[src/design/uwtack_pkg.sv]
// Shared types and constants for the upwind tack course selector.
// Depends on nothing; every other design file imports it.
`timescale 1ns / 1ps
`default_nettype none

package uwtack_pkg;

  // Heading and register widths
  localparam int ANGLE_W = 9;
  localparam int REG_W   = 8;

  // One full turn; headings live in 0..DEG_FULL-1
  localparam logic [ANGLE_W:0] DEG_FULL = 10'd360;

  // Register reset values
  localparam logic [REG_W-1:0] TACK_RESET   = 8'd45;
  localparam logic [REG_W-1:0] SECTOR_RESET = 8'd20;

  // Configuration register indexes
  localparam int CFG_IDX_W = 1;
  typedef enum logic [CFG_IDX_W-1:0] {
    CFG_TACK   = 1'b0,
    CFG_SECTOR = 1'b1
  } cfg_idx_t;

  // Input transaction
  typedef struct packed {
    logic [ANGLE_W-1:0] wind_dir;
    logic [ANGLE_W-1:0] bearing;
  } in_t;

  // Result transaction
  typedef struct packed {
    logic [ANGLE_W-1:0] course;
    logic               tacking;
    logic               on_starboard;
  } out_t;

  // Geometry of one item, handed to the side control
  typedef struct packed {
    logic [ANGLE_W-1:0] bearing;
    logic [ANGLE_W-1:0] star_course;
    logic [ANGLE_W-1:0] port_course;
    logic               tacking;
    logic               star_pick;
    logic               star_leave;
    logic               port_leave;
  } geom_t;

endpackage

`default_nettype wire

[src/design/uwtack_geom.sv]
// Heading geometry: zone test, both tack courses and hysteresis tests.
// Pure combinational logic; depends on uwtack_pkg.
`timescale 1ns / 1ps
`default_nettype none

module uwtack_geom (
  input  wire uwtack_pkg::in_t        item,
  input  wire logic [7:0]             tack_angle,
  input  wire logic [7:0]             sector_angle,
  output uwtack_pkg::geom_t           geo
);
  import uwtack_pkg::*;

  // Fold a 9-bit angle into 0..359
  function automatic logic [ANGLE_W-1:0] wrap_angle(input logic [ANGLE_W-1:0] a);
    logic [ANGLE_W:0] t;
    t = {1'b0, a};
    if (t >= DEG_FULL) t = t - DEG_FULL;
    return t[ANGLE_W-1:0];
  endfunction

  // Clockwise distance from b to a, both in 0..359
  function automatic logic [ANGLE_W-1:0] cw_offset(input logic [ANGLE_W-1:0] a,
                                                   input logic [ANGLE_W-1:0] b);
    logic [ANGLE_W:0] d;
    d = {1'b0, a} + DEG_FULL - {1'b0, b};
    if (d >= DEG_FULL) d = d - DEG_FULL;
    return d[ANGLE_W-1:0];
  endfunction

  logic [ANGLE_W-1:0] w;
  logic [ANGLE_W-1:0] b;
  logic [ANGLE_W-1:0] up;
  logic [ANGLE_W-1:0] down;
  logic [ANGLE_W-1:0] tack_ext;
  logic [ANGLE_W-1:0] hold;
  logic               up_in;
  logic               down_in;
  logic [ANGLE_W-1:0] n_star;
  logic [ANGLE_W-1:0] n_port;
  logic [ANGLE_W:0]   star_sum;
  logic [ANGLE_W:0]   port_diff;
  logic [ANGLE_W-1:0] star_c;
  logic [ANGLE_W-1:0] port_c;

  // Offsets of the bearing on either side of the wind
  assign w        = wrap_angle(item.wind_dir);
  assign b        = wrap_angle(item.bearing);
  assign up       = cw_offset(b, w);
  assign down     = cw_offset(w, b);
  assign tack_ext = {1'b0, tack_angle};
  assign hold     = {1'b0, tack_angle} + {1'b0, sector_angle};
  assign up_in    = up < tack_ext;
  assign down_in  = down < tack_ext;

  // Step counts toward the bearing; a tie goes to starboard
  assign n_star = up_in   ? up + 9'd1   : tack_ext;
  assign n_port = down_in ? down + 9'd1 : tack_ext;

  // Close-hauled courses on each side
  always_comb begin
    star_sum = {1'b0, w} + {2'b00, tack_angle};
    if (star_sum >= DEG_FULL) star_sum = star_sum - DEG_FULL;
    star_c = star_sum[ANGLE_W-1:0];
    if ({1'b0, w} >= {2'b00, tack_angle}) begin
      port_diff = {1'b0, w} - {2'b00, tack_angle};
    end else begin
      port_diff = {1'b0, w} + DEG_FULL - {2'b00, tack_angle};
    end
    port_c = port_diff[ANGLE_W-1:0];
  end

  // Hand the geometry on
  always_comb begin
    geo.bearing     = b;
    geo.star_course = star_c;
    geo.port_course = port_c;
    geo.tacking     = up_in || down_in;
    geo.star_pick   = !(n_port > n_star);
    geo.star_leave  = cw_offset(star_c, b) >= hold;
    geo.port_leave  = cw_offset(b, port_c) >= hold;
  end

endmodule

`default_nettype wire

[src/design/uwtack_ctrl.sv]
// Tack side state and course selection for one item per cycle while en is high.
// Holds was_tacking and starboard_side; depends on uwtack_pkg.
`timescale 1ns / 1ps
`default_nettype none

module uwtack_ctrl (
  input  wire logic                clk,
  input  wire logic                rst,
  input  wire logic                en,
  input  wire uwtack_pkg::geom_t   geo,
  output uwtack_pkg::out_t         result
);
  import uwtack_pkg::*;

  logic was_tacking;
  logic starboard_side;
  logic starboard_side_next;

  // Pick the side: fresh choice on entry, hysteresis while in the zone
  always_comb begin
    starboard_side_next = starboard_side;
    if (geo.tacking) begin
      if (!was_tacking) begin
        starboard_side_next = geo.star_pick;
      end else if (starboard_side) begin
        if (geo.star_leave) starboard_side_next = 1'b0;
      end else begin
        if (geo.port_leave) starboard_side_next = 1'b1;
      end
    end
  end

  // Build the result
  always_comb begin
    result.tacking      = geo.tacking;
    result.on_starboard = starboard_side_next;
    if (!geo.tacking) begin
      result.course = geo.bearing;
    end else if (starboard_side_next) begin
      result.course = geo.star_course;
    end else begin
      result.course = geo.port_course;
    end
  end

  // Advance the side state with each transaction
  always_ff @(posedge clk) begin
    if (rst) begin
      was_tacking    <= 1'b0;
      starboard_side <= 1'b0;
    end else if (en) begin
      was_tacking    <= geo.tacking;
      starboard_side <= starboard_side_next;
    end
  end

endmodule

`default_nettype wire

[src/design/upwind_tack_course_selector.sv]
// Upwind tack course selector, top level.
// Accepted inputs pass through the input register, which feeds the result register.
// Throughput: one transaction per cycle unless stalled; uwtack_ctrl's side state loop sets it.
// An empty input register takes a new item while a finished result waits on out_stall.
// Synchronous reset clears both valid flags and the side state, and loads
// tack_angle = 45 and sector_angle = 20.
`timescale 1ns / 1ps
`default_nettype none

module upwind_tack_course_selector (
  input  wire logic                                   clk,
  input  wire logic                                   rst,
  input  wire logic                                   cfg_we,
  input  wire logic [uwtack_pkg::CFG_IDX_W-1:0]       cfg_index,
  input  wire logic [uwtack_pkg::REG_W-1:0]           cfg_data,
  input  wire logic                                   in_valid,
  output logic                                        in_stall,
  input  wire uwtack_pkg::in_t                        in_data,
  output logic                                        out_valid,
  input  wire logic                                   out_stall,
  output uwtack_pkg::out_t                            out_data
);
  import uwtack_pkg::*;

  logic [REG_W-1:0] tack_angle;
  logic [REG_W-1:0] sector_angle;
  logic             s1_valid;
  in_t              s1_data;
  logic             advance;
  logic             fire;
  geom_t            geo;
  out_t             result;

  // Configuration registers
  always_ff @(posedge clk) begin
    if (rst) begin
      tack_angle   <= TACK_RESET;
      sector_angle <= SECTOR_RESET;
    end else if (cfg_we) begin
      case (cfg_index)
        CFG_TACK:   tack_angle   <= cfg_data;
        CFG_SECTOR: sector_angle <= cfg_data;
        default:    ;
      endcase
    end
  end

  // Flow control: result register frees up when empty or taken
  assign advance  = !out_valid || !out_stall;
  assign fire     = s1_valid && advance;
  assign in_stall = s1_valid && !advance;

  // Input register
  always_ff @(posedge clk) begin
    if (rst) begin
      s1_valid <= 1'b0;
    end else if (!in_stall) begin
      s1_valid <= in_valid;
    end
  end

  always_ff @(posedge clk) begin
    if (!in_stall && in_valid) s1_data <= in_data;
  end

  uwtack_geom u_geom (
    .item         (s1_data),
    .tack_angle   (tack_angle),
    .sector_angle (sector_angle),
    .geo          (geo)
  );

  uwtack_ctrl u_ctrl (
    .clk    (clk),
    .rst    (rst),
    .en     (fire),
    .geo    (geo),
    .result (result)
  );

  // Result register
  always_ff @(posedge clk) begin
    if (rst) begin
      out_valid <= 1'b0;
    end else if (advance) begin
      out_valid <= s1_valid;
    end
  end

  always_ff @(posedge clk) begin
    if (fire) out_data <= result;
  end

  // Checks
  a_stall_needs_item: assert property (@(posedge clk) disable iff (rst)
    in_stall |-> s1_valid)
    else $error("input stalled with empty input register");

  a_stall_needs_block: assert property (@(posedge clk) disable iff (rst)
    in_stall |-> (out_valid && out_stall))
    else $error("input stalled while result register can move");

  a_fire_fills_out: assert property (@(posedge clk) disable iff (rst)
    fire |=> out_valid)
    else $error("transaction lost between input and result register");

  a_course_range: assert property (@(posedge clk) disable iff (rst)
    out_valid |-> ({1'b0, out_data.course} < DEG_FULL))
    else $error("course out of range");

endmodule

`default_nettype wire
[config.mk]
export PLATFORM = sky130hd
export DESIGN_NAME = upwind_tack_course_selector
export DESIGN_NICKNAME = d
export VERILOG_FILES = /design/src/design/uwtack_pkg.sv /design/src/design/uwtack_geom.sv /design/src/design/uwtack_ctrl.sv /design/src/design/upwind_tack_course_selector.sv
export SDC_FILE = /design/constraint.sdc
export NUM_CORES = 1
export LEC_CHECK = 0
export BUFFER_PORTS_ARGS = -buffer_cell sky130_fd_sc_hd__clkbuf_2
export CORE_MARGIN = 8
export CORE_UTILIZATION = 45
export DETAILED_ROUTE_END_ITERATION = 16
export PLACE_DENSITY = 0.59
export REMOVE_ABC_BUFFERS = 1
export SLEW_MARGIN = 20
export SYNTH_ARGS = -nofsm -noshare
export SYNTH_HDL_FRONTEND = slang
export SYNTH_SLANG_ARGS = --single-unit
[constraint.sdc]
create_clock -name clk -period 9 [get_ports clk]
set_clock_uncertainty 0.2 [all_clocks]
set_input_delay 1.8 -clock clk [delete_from_list [all_inputs] [get_ports clk]]
set_output_delay 1.8 -clock clk [all_outputs]
set_load 0.01 [all_outputs]
### Yosys cells after proc, flatten, opt, wreduce, memory -nomap -nowiden

Cells that the tools add are included.

* bits in registers: 49
* input bits: 32
* output and inout bits: 13
* logic and storage cells: 74

* $add $sub $neg: 20
* order comparisons: 13
* multiplexer cells: 17
* bitwise gates (word level): 1
* reduce and logical (&&, ||, !) cells: 12

Operator list (number)
* two-way mux 9 bit: 12
* subtractor 9 bit, second input constant: 7
* >= comparator 10 x 9 -> 1 bit, second input constant: 5
* subtractor 10 x 9 -> 10 bit: 4
* adder 9 x 9 -> 10 bit, second input constant: 3
* adder 9 x 1 -> 9 bit, second input constant: 2
* >= comparator 9 bit: 2
* >= comparator 9 bit, second input constant: 2
* < comparator 9 x 8 -> 1 bit: 2
* subtractor 9 x 8 -> 9 bit: 2
* adder 9 x 8 -> 10 bit: 1
* adder 8 x 8 -> 9 bit: 1
* >= comparator 9 x 8 -> 1 bit: 1
* greater-than comparator 9 bit: 1
* logical NOT 1 bit: 5
* two-way mux 1 bit: 5
* AND reduction 2 bit: 2
* logical AND 1 bit: 3
* logical OR 1 bit: 2
* NOT 1 bit: 1

### Depth between registers and ports, before layout

Gate-level depths: netlist (run 1).

* depth in word-level cells: 16
* mapped depth: 39
* gate-level depth less buffers: 38

### Hierarchy

From an unflattened synthesis (run 1), not the netlist that was laid out.

* cell total of the unflattened synthesis: 955
* area total of the unflattened synthesis: 8092.8 sq um

By module, submodules not included
* uwtack_geom: times used 1, cells each 779, area each 5952.0 sq um, seq. area each 0.0 sq um
* upwind_tack_course_selector: times used 1, cells each 107, area each 1625.3 sq um, seq. area each 1231.2 sq um
* uwtack_ctrl: times used 1, cells each 69, area each 515.5 sq um, seq. area each 40.0 sq um

### Worst setup path before layout (run 1)

No wires, ideal clock.

* path kind: register to register
* start point: reg s1_data[12] in the netlist's numbering
* end point: reg out_data[9] in the netlist's numbering (data pin)
* setup time: 0.254 ns
* arrival: 7.193 ns
* required time: 8.546 ns
* slack: 1.354 ns
* cell stages (with the launch flop): 36
* path buffers: 1
* period minus slack after synthesis: 7.646 ns
* cells stage by stage: edfxtp_1 -> inv_1 -> ha_1 -> and3b_1 -> a21oi_1 -> a21bo_2 -> o21ai_0 -> ha_1 -> xnor2_1 -> ha_1 -> clkbuf_1 -> and3_1 -> a221oi_1 -> a21oi_1 -> xor2_1 -> o21ai_0 -> o21ai_1 -> mux2i_1 -> ha_1 -> a21oi_1 -> a21boi_0 -> o21a_1 -> o21ai_0 -> o311ai_4 -> mux2_2 -> ha_1 -> nor2b_1 -> o21a_1 -> o21a_1 -> o211ai_1 -> a21o_1 -> a21boi_0 -> o21ai_0 -> o21a_1 -> o31ai_1 -> a21o_1

RTL lines
* start: declaration: line upwind_tack_course_selector.sv:28 `in_t s1_data;`
* start signal: assignment: line upwind_tack_course_selector.sv:63 `if (!in_stall && in_valid) s1_data <= in_data;`
* end signal: assignment: line upwind_tack_course_selector.sv:91 `if (fire) out_data <= result;`
* end: declaration: line upwind_tack_course_selector.sv:21 `output uwtack_pkg::out_t out_data`

==> results of run 1 <==
## layer usage
metal / vias to the layer above / track usage
li1: 3327 / -
met2: 216 / 0.324
met5: - / 0
met3: 17 / 0.0312
met1: 3073 / 0.303
met4: 0 / 0.0449
## flip-flops by register name, summed over array words and instances (netlist names)
name,count
s1_valid,1
tack_angle,8
u_ctrl.was_tacking,1
out_data,11
out_valid,1
u_ctrl.starboard_side,1
sector_angle,8
s1_data,18
## per-stage QoR
| step | std cells | hold slack (ns) | util | setup WS, ns | power, mW |
|---|---|---|---|---|---|
| after floorplan | 888 | 0.234 | - | 1.38 | 2.30 |
| after global placement | 1163 | 0.249 | 0.484 | 0.519 | 2.86 |
| after detailed placement | 1163 | 0.255 | 0.484 | 0.389 | 2.88 |
| after CTS | 1171 | 0.265 | 0.493 | 0.283 | 3.11 |
| after global routing | 1171 | 0.291 | 0.495 | 0.0470 | 3.51 |
| final | 1171 | 0.261 | 0.495 | 0.578 | 3.17 |
## layout make-up
type	instances	share of cell area
clock buffers	7	0.0190
clock inverters	1	0.00108
inverters	82	0.0379
multi-input cells	757	0.714
flip-flops and latches	49	0.157
well taps	220	0.0339
repair buffers	55	0.0373
## where the power goes
group | switching [mW] | internal [mW] | leakage [nW] | total (mW)
clock network | 0.0864 | 0.121 | 0.0797 | 0.208
logic | 1.52 | 1.10 | 3.23 | 2.62
registers | 0.0266 | 0.318 | 0.444 | 0.345
## cells in the final DEF (no fill, tap or decap), types with 24 or more instances in the layout
cell / instances
xor2_1: 26
a21o_1: 24
nand2_1: 59
edfxtp_1: 29
a21oi_1: 68
ha_1: 129
xnor2_1: 59
nor2_1: 81
o21ai_0: 40
inv_1: 78
clkbuf_2: 44
## path summary, 6_finish.rpt
| kind | endpoint | depth (start not counted) | slack [ns] | from |
|---|---|---|---|---|
| setup / recovery | out_data[8]$_DFFE_PP_ | 35 | 0.58 | s1_data[12]$_DFFE_PP_ |
| hold / removal | sector_angle[5]$_SDFFE_PP0P_ | 2 | 0.26 | sector_angle[5]$_SDFFE_PP0P_ |
| hold reg to reg | sector_angle[5]$_SDFFE_PP0P_ | 2 | 0.26 | sector_angle[5]$_SDFFE_PP0P_ |
| setup reg to reg | out_data[8]$_DFFE_PP_ | 35 | 0.58 | s1_data[12]$_DFFE_PP_ |
## worst register-to-register path: cells and delay by family, from the launching register on
kind            cells  cell delay [ns]
xor+xnor            3             0.75
flops               1             0.50
simple gates        5             0.98
fa+ha+maj           5             1.60
compound gates     19             3.65
buf+inv             2             0.17
mux                 1             0.30
## kinds of logic (layout without fill, tap and decap cells)
logic type / after synthesis / in the layout / synth area share
buf+inv: 103 / 145 / 0.0545
mux: 18 / 18 / 0.0245
xor+xnor: 86 / 86 / 0.101
flops: 49 / 49 / 0.171
fa+ha+maj: 136 / 136 / 0.235
simple gates: 262 / 262 / 0.176
compound gates: 255 / 255 / 0.238
==> impl_metrics.json, run 1 <==
{
  "outcome": "finished clean",
  "rows": 47,
  "path_buf_inv": 2,
  "n_fill_cell": 1645,
  "postCtsHoldBufs": 0,
  "yosys-top-cells-area": "ha_1, edfxtp_1, xnor2_1, dfxtp_1, a21oi_1",
  "slew_headroom": 0.358,
  "multi_input_area_um2": 5800,
  "met3WireLength_mm": 1.18,
  "grt_usage": 0.210,
  "cpMaxStageDelayCell": "edfxtp_1",
  "finalCriticalPeriod_ns": 8.42,
  "dieHeight_um": 145,
  "slowest_delay_ns": 0.50,
  "synth-edff-count": 29,
  "wire_per_inst_um": 18.2,
  "grt_pass1_wl_mm": 33.8,
  "post_dp_cell_area_um2": 7930,
  "io_buffers": 44,
  "cts_tree": "done",
  "vias_per_cell": 5.66,
  "highest_layer": "met4",
  "cts_resized": 0,
  "cp-end-kind": "flip-flop",
  "first_pass_iters": 5,
  "htree_levels": 2,
  "antenna_left": 0,
  "pin_count": 45,
  "drt_iter0_drc": 470,
  "seqCellArea_um2": 1270,
  "yosysTopAreaCell": "ha_1",
  "diodes": 0,
  "wl_mm": 21.3,
  "synth_area_per_cell_um2": 8.20,
  "crit_required_ns": 8.83,
  "critPathLaunchType": "flip-flop",
  "grt_overflow": 0,
  "cts_buffers": 5,
  "netlist_top_cells_count": "ha_1, nor2_1, inv_1",
  "clock-sinks": 49,
  "ys_types": 81,
  "maxCapViolations": 0,
  "antenna_found_initial": 0,
  "syn_inst": 909,
  "coreArea_um2": 16400,
  "fmax_ghz": 0.119,
  "grt_max_degree": 21,
  "drive_above_1_share": 0.101,
  "synth_area_um2": 7450,
  "hpwl_mm": 17.7,
  "synth-async-reset-ratio": 0,
  "hold_viol_final": 0,
  "drc": 0,
  "cts-root-buf": "clkbuf_16",
  "maxSlewViolCount": 0,
  "dr_wl_met2_mm": 9.02,
  "grt_pass1_vias": 6256,
  "finalSetupViolations": 0,
  "vias": 6633,
  "crit_type": "reg2reg",
  "crit_family": "compound AO/OA/AOI/OAI gates",
  "cellLeakagePower_nw": 3.75,
  "worst_pin_slew_ns": 0.961,
  "path_max_fanout": 10,
  "start_util": 0.454,
  "cts_setup_buffers": 0,
  "power_density_nw_per_um2": 390,
  "synth_seq_area_share": 0.171,
  "synth-seq-cells": 49,
  "synthToLayoutAreaGrowth_pct": 8.90,
  "synth-warning-count": 0,
  "tns_ns": 0,
  "synth_top_cell_area_share": 0.217,
  "clockBufferDepth": 2,
  "vdd_drop_max_mv": 0.216,
  "wl_met1_mm": 10.8,
  "hp-class": "reg2reg",
  "die_area_um2": 20900,
  "crit_top_cell": "ha_1",
  "yosysMostFrequentCell": "ha_1",
  "period_share": 0.936,
  "ys_dominant_reg_cell": "edfxtp_1",
  "dieWidth_um": 145,
  "clk_pin_slew_ns": 0.07,
  "insertion_delay_ns": 0.30,
  "fin_nets": 1118,
  "routabilityCongestion": 0.930,
  "arrival_ns": 8.25,
  "fin_area_um2": 8120,
  "rsz0062_at_grt": "false"
}
Note: power is estimated with default switching activity, not from simulation.
==> inputs of run 2 (changes only) <==
==> constraint.sdc (replaced) <==
create_clock -name clk -period 8.44 [get_ports clk]
set_clock_uncertainty 0.2 [all_clocks]
set_input_delay 1.688 -clock clk [delete_from_list [all_inputs] [get_ports clk]]
set_output_delay 1.688 -clock clk [all_outputs]
set_load 0.01 [all_outputs]
==> run 2 against run 1 <==
  * Sequential power increased by 6.4%
  * Die area unchanged
  * Core utilization grew 1.4 points
  * Cell count rose by 1.5%
  * Flip-flop and latch count unchanged
  * Highest routed layer unchanged
==> impl_metrics.json, run 2 (synthesis results as in run 1) <==
{
  "vias": 6652,
  "hpwl_mm": 17.7,
  "drc": 0,
  "met3WireLength_mm": 1.06,
  "maxSlewViolCount": 0,
  "grt_pass1_vias": 6321,
  "power_density_nw_per_um2": 428,
  "fmax_ghz": 0.127,
  "synthToLayoutAreaGrowth_pct": 11.9,
  "hold_viol_final": 0,
  "antenna_left": 0,
  "dieHeight_um": 145,
  "cpMaxStageDelayCell": "edfxtp_1",
  "first_pass_iters": 5,
  "cts_tree": "done",
  "total_power_mw": 3.57,
  "largest_reg_flops": 18,
  "slew_headroom": 0.363,
  "coreArea_um2": 16400,
  "crit_type": "reg2reg",
  "clockBufferDepth": 2,
  "diodes": 0,
  "grt_usage": 0.208,
  "htree_levels": 2,
  "finalCriticalPeriod_ns": 7.89,
  "layout_commonest_cell": "ha_1",
  "drt_iter0_drc": 502,
  "start_util": 0.454,
  "vias_per_cell": 5.59,
  "largest-register": "s1_data",
  "fin_cells": 1189,
  "dieWidth_um": 145,
  "arrival_ns": 7.82,
  "antenna_found_initial": 0,
  "clk_pin_slew_ns": 0.07,
  "path_max_fanout": 6,
  "drive_above_1_share": 0.130,
  "outcome": "finished clean",
  "finalSetupViolations": 0,
  "holdWs_ns": 0.269,
  "slowest_delay_ns": 0.37,
  "placedCellCount": 1176,
  "routabilityCongestion": 0.948,
  "die_area_um2": 20900,
  "fin_nets": 1136,
  "cp-end-kind": "flip-flop",
  "final_cell_mix": "ha_1, nor2_1, inv_1",
  "grt_overflow": 0,
  "period_share": 0.935,
  "post_dp_cell_area_um2": 8030,
  "dr_wl_met2_mm": 9.12,
  "insertion_delay_ns": 0.29,
  "clock-sinks": 49,
  "hp-class": "reg2reg",
  "io_buffers": 44,
  "grt_pass1_wl_mm": 33.7,
  "maxCapViolations": 0,
  "vdd_drop_max_mv": 0.212,
  "crit_top_cell": "ha_1",
  "highest_layer": "met4",
  "wl_met1_mm": 10.7,
  "wire_per_inst_um": 17.9,
  "top_regs": "s1_data: 18 flops, out_data: 11 flops",
  "utilization": 0.508,
  "wl_mm": 21.2,
  "cts-root-buf": "clkbuf_16",
  "rows": 47,
  "fin_area_um2": 8340,
  "grt_max_degree": 21,
  "cts_buffers": 5,
  "pin_count": 45,
  "worst_pin_slew_ns": 0.953,
  "critPathLaunchType": "flip-flop",
  "crit_required_ns": 8.37,
  "cellLeakagePower_nw": 3.86
}
==> run 2: cell count changes in the layout (fill, tap and decap cells not counted), moves of 2 or more <==
cell     delta
xnor2_2     +3
xnor2_1     -3
mux2i_1     -2
nor3b_1     -2
buf_4      +18
nor3b_2     +2
==> run 2: metrics by stage <==
stage	TNS, ns	worst slack, ns
floorplan	0	0.820
global placement	-0.321	-0.0928
detailed placement	-0.604	-0.115
CTS	0	0.104
global route	-0.00638	-0.00638
finish	0	0.549
==> run 2: worst paths after layout <==
check                           depth (start not counted)                         start  slack, ns                      endpoint
worst min register to register                          2  sector_angle[0]$_SDFFE_PP0P_       0.27  sector_angle[0]$_SDFFE_PP0P_
worst max-delay path                                   37         s1_data[13]$_DFFE_PP_       0.55         out_data[3]$_DFFE_PP_
worst max register to register                         37         s1_data[13]$_DFFE_PP_       0.55         out_data[3]$_DFFE_PP_
worst min-delay path                                    2  sector_angle[0]$_SDFFE_PP0P_       0.27  sector_angle[0]$_SDFFE_PP0P_
==> run 2: where the power goes <==
group	internal, mW	switching, mW	total (mW)
Combinational	1.29	1.68	2.97
Clock	0.142	0.0938	0.236
Sequential	0.339	0.0283	0.367
Total	1.77	1.80	3.57
==> run 2: layout make-up <==
cell class	instances	area, um2
sequential	49	1270
fill	1663	8070
tap	220	275
inverter	82	308
clock buffer	5	125
timing repair buffer	73	438
clock inverter	3	50.0
multi-input combinational	757	5870
==> run 2: repair_timing <==
item | CTS | global route
gates resized for setup | 2 | 18
hold endpoints to repair | 0 | 0
setup endpoints to repair | 8 | 10
pin swaps | 0 | 7
hold buffers | 0 | 0
setup buffers | 0 | 5
==> run 2: worst max-delay path, delay by kind of cell, from the launching register on <==
family	cells	cell delay (ns)
compound gates	18	3.23
xor+xnor	4	1.01
fa+ha+maj	5	1.43
buf+inv	4	0.45
flops	1	0.37
mux	1	0.30
simple gates	5	0.72
==> run 2: metal layers <==
metal | global-route usage | vias up
met1 | 0.301 | 3090
li1 | - | 3374
met3 | 0.0285 | 18
met4 | 0.0356 | 0
met2 | 0.323 | 170
met5 | 0 | -
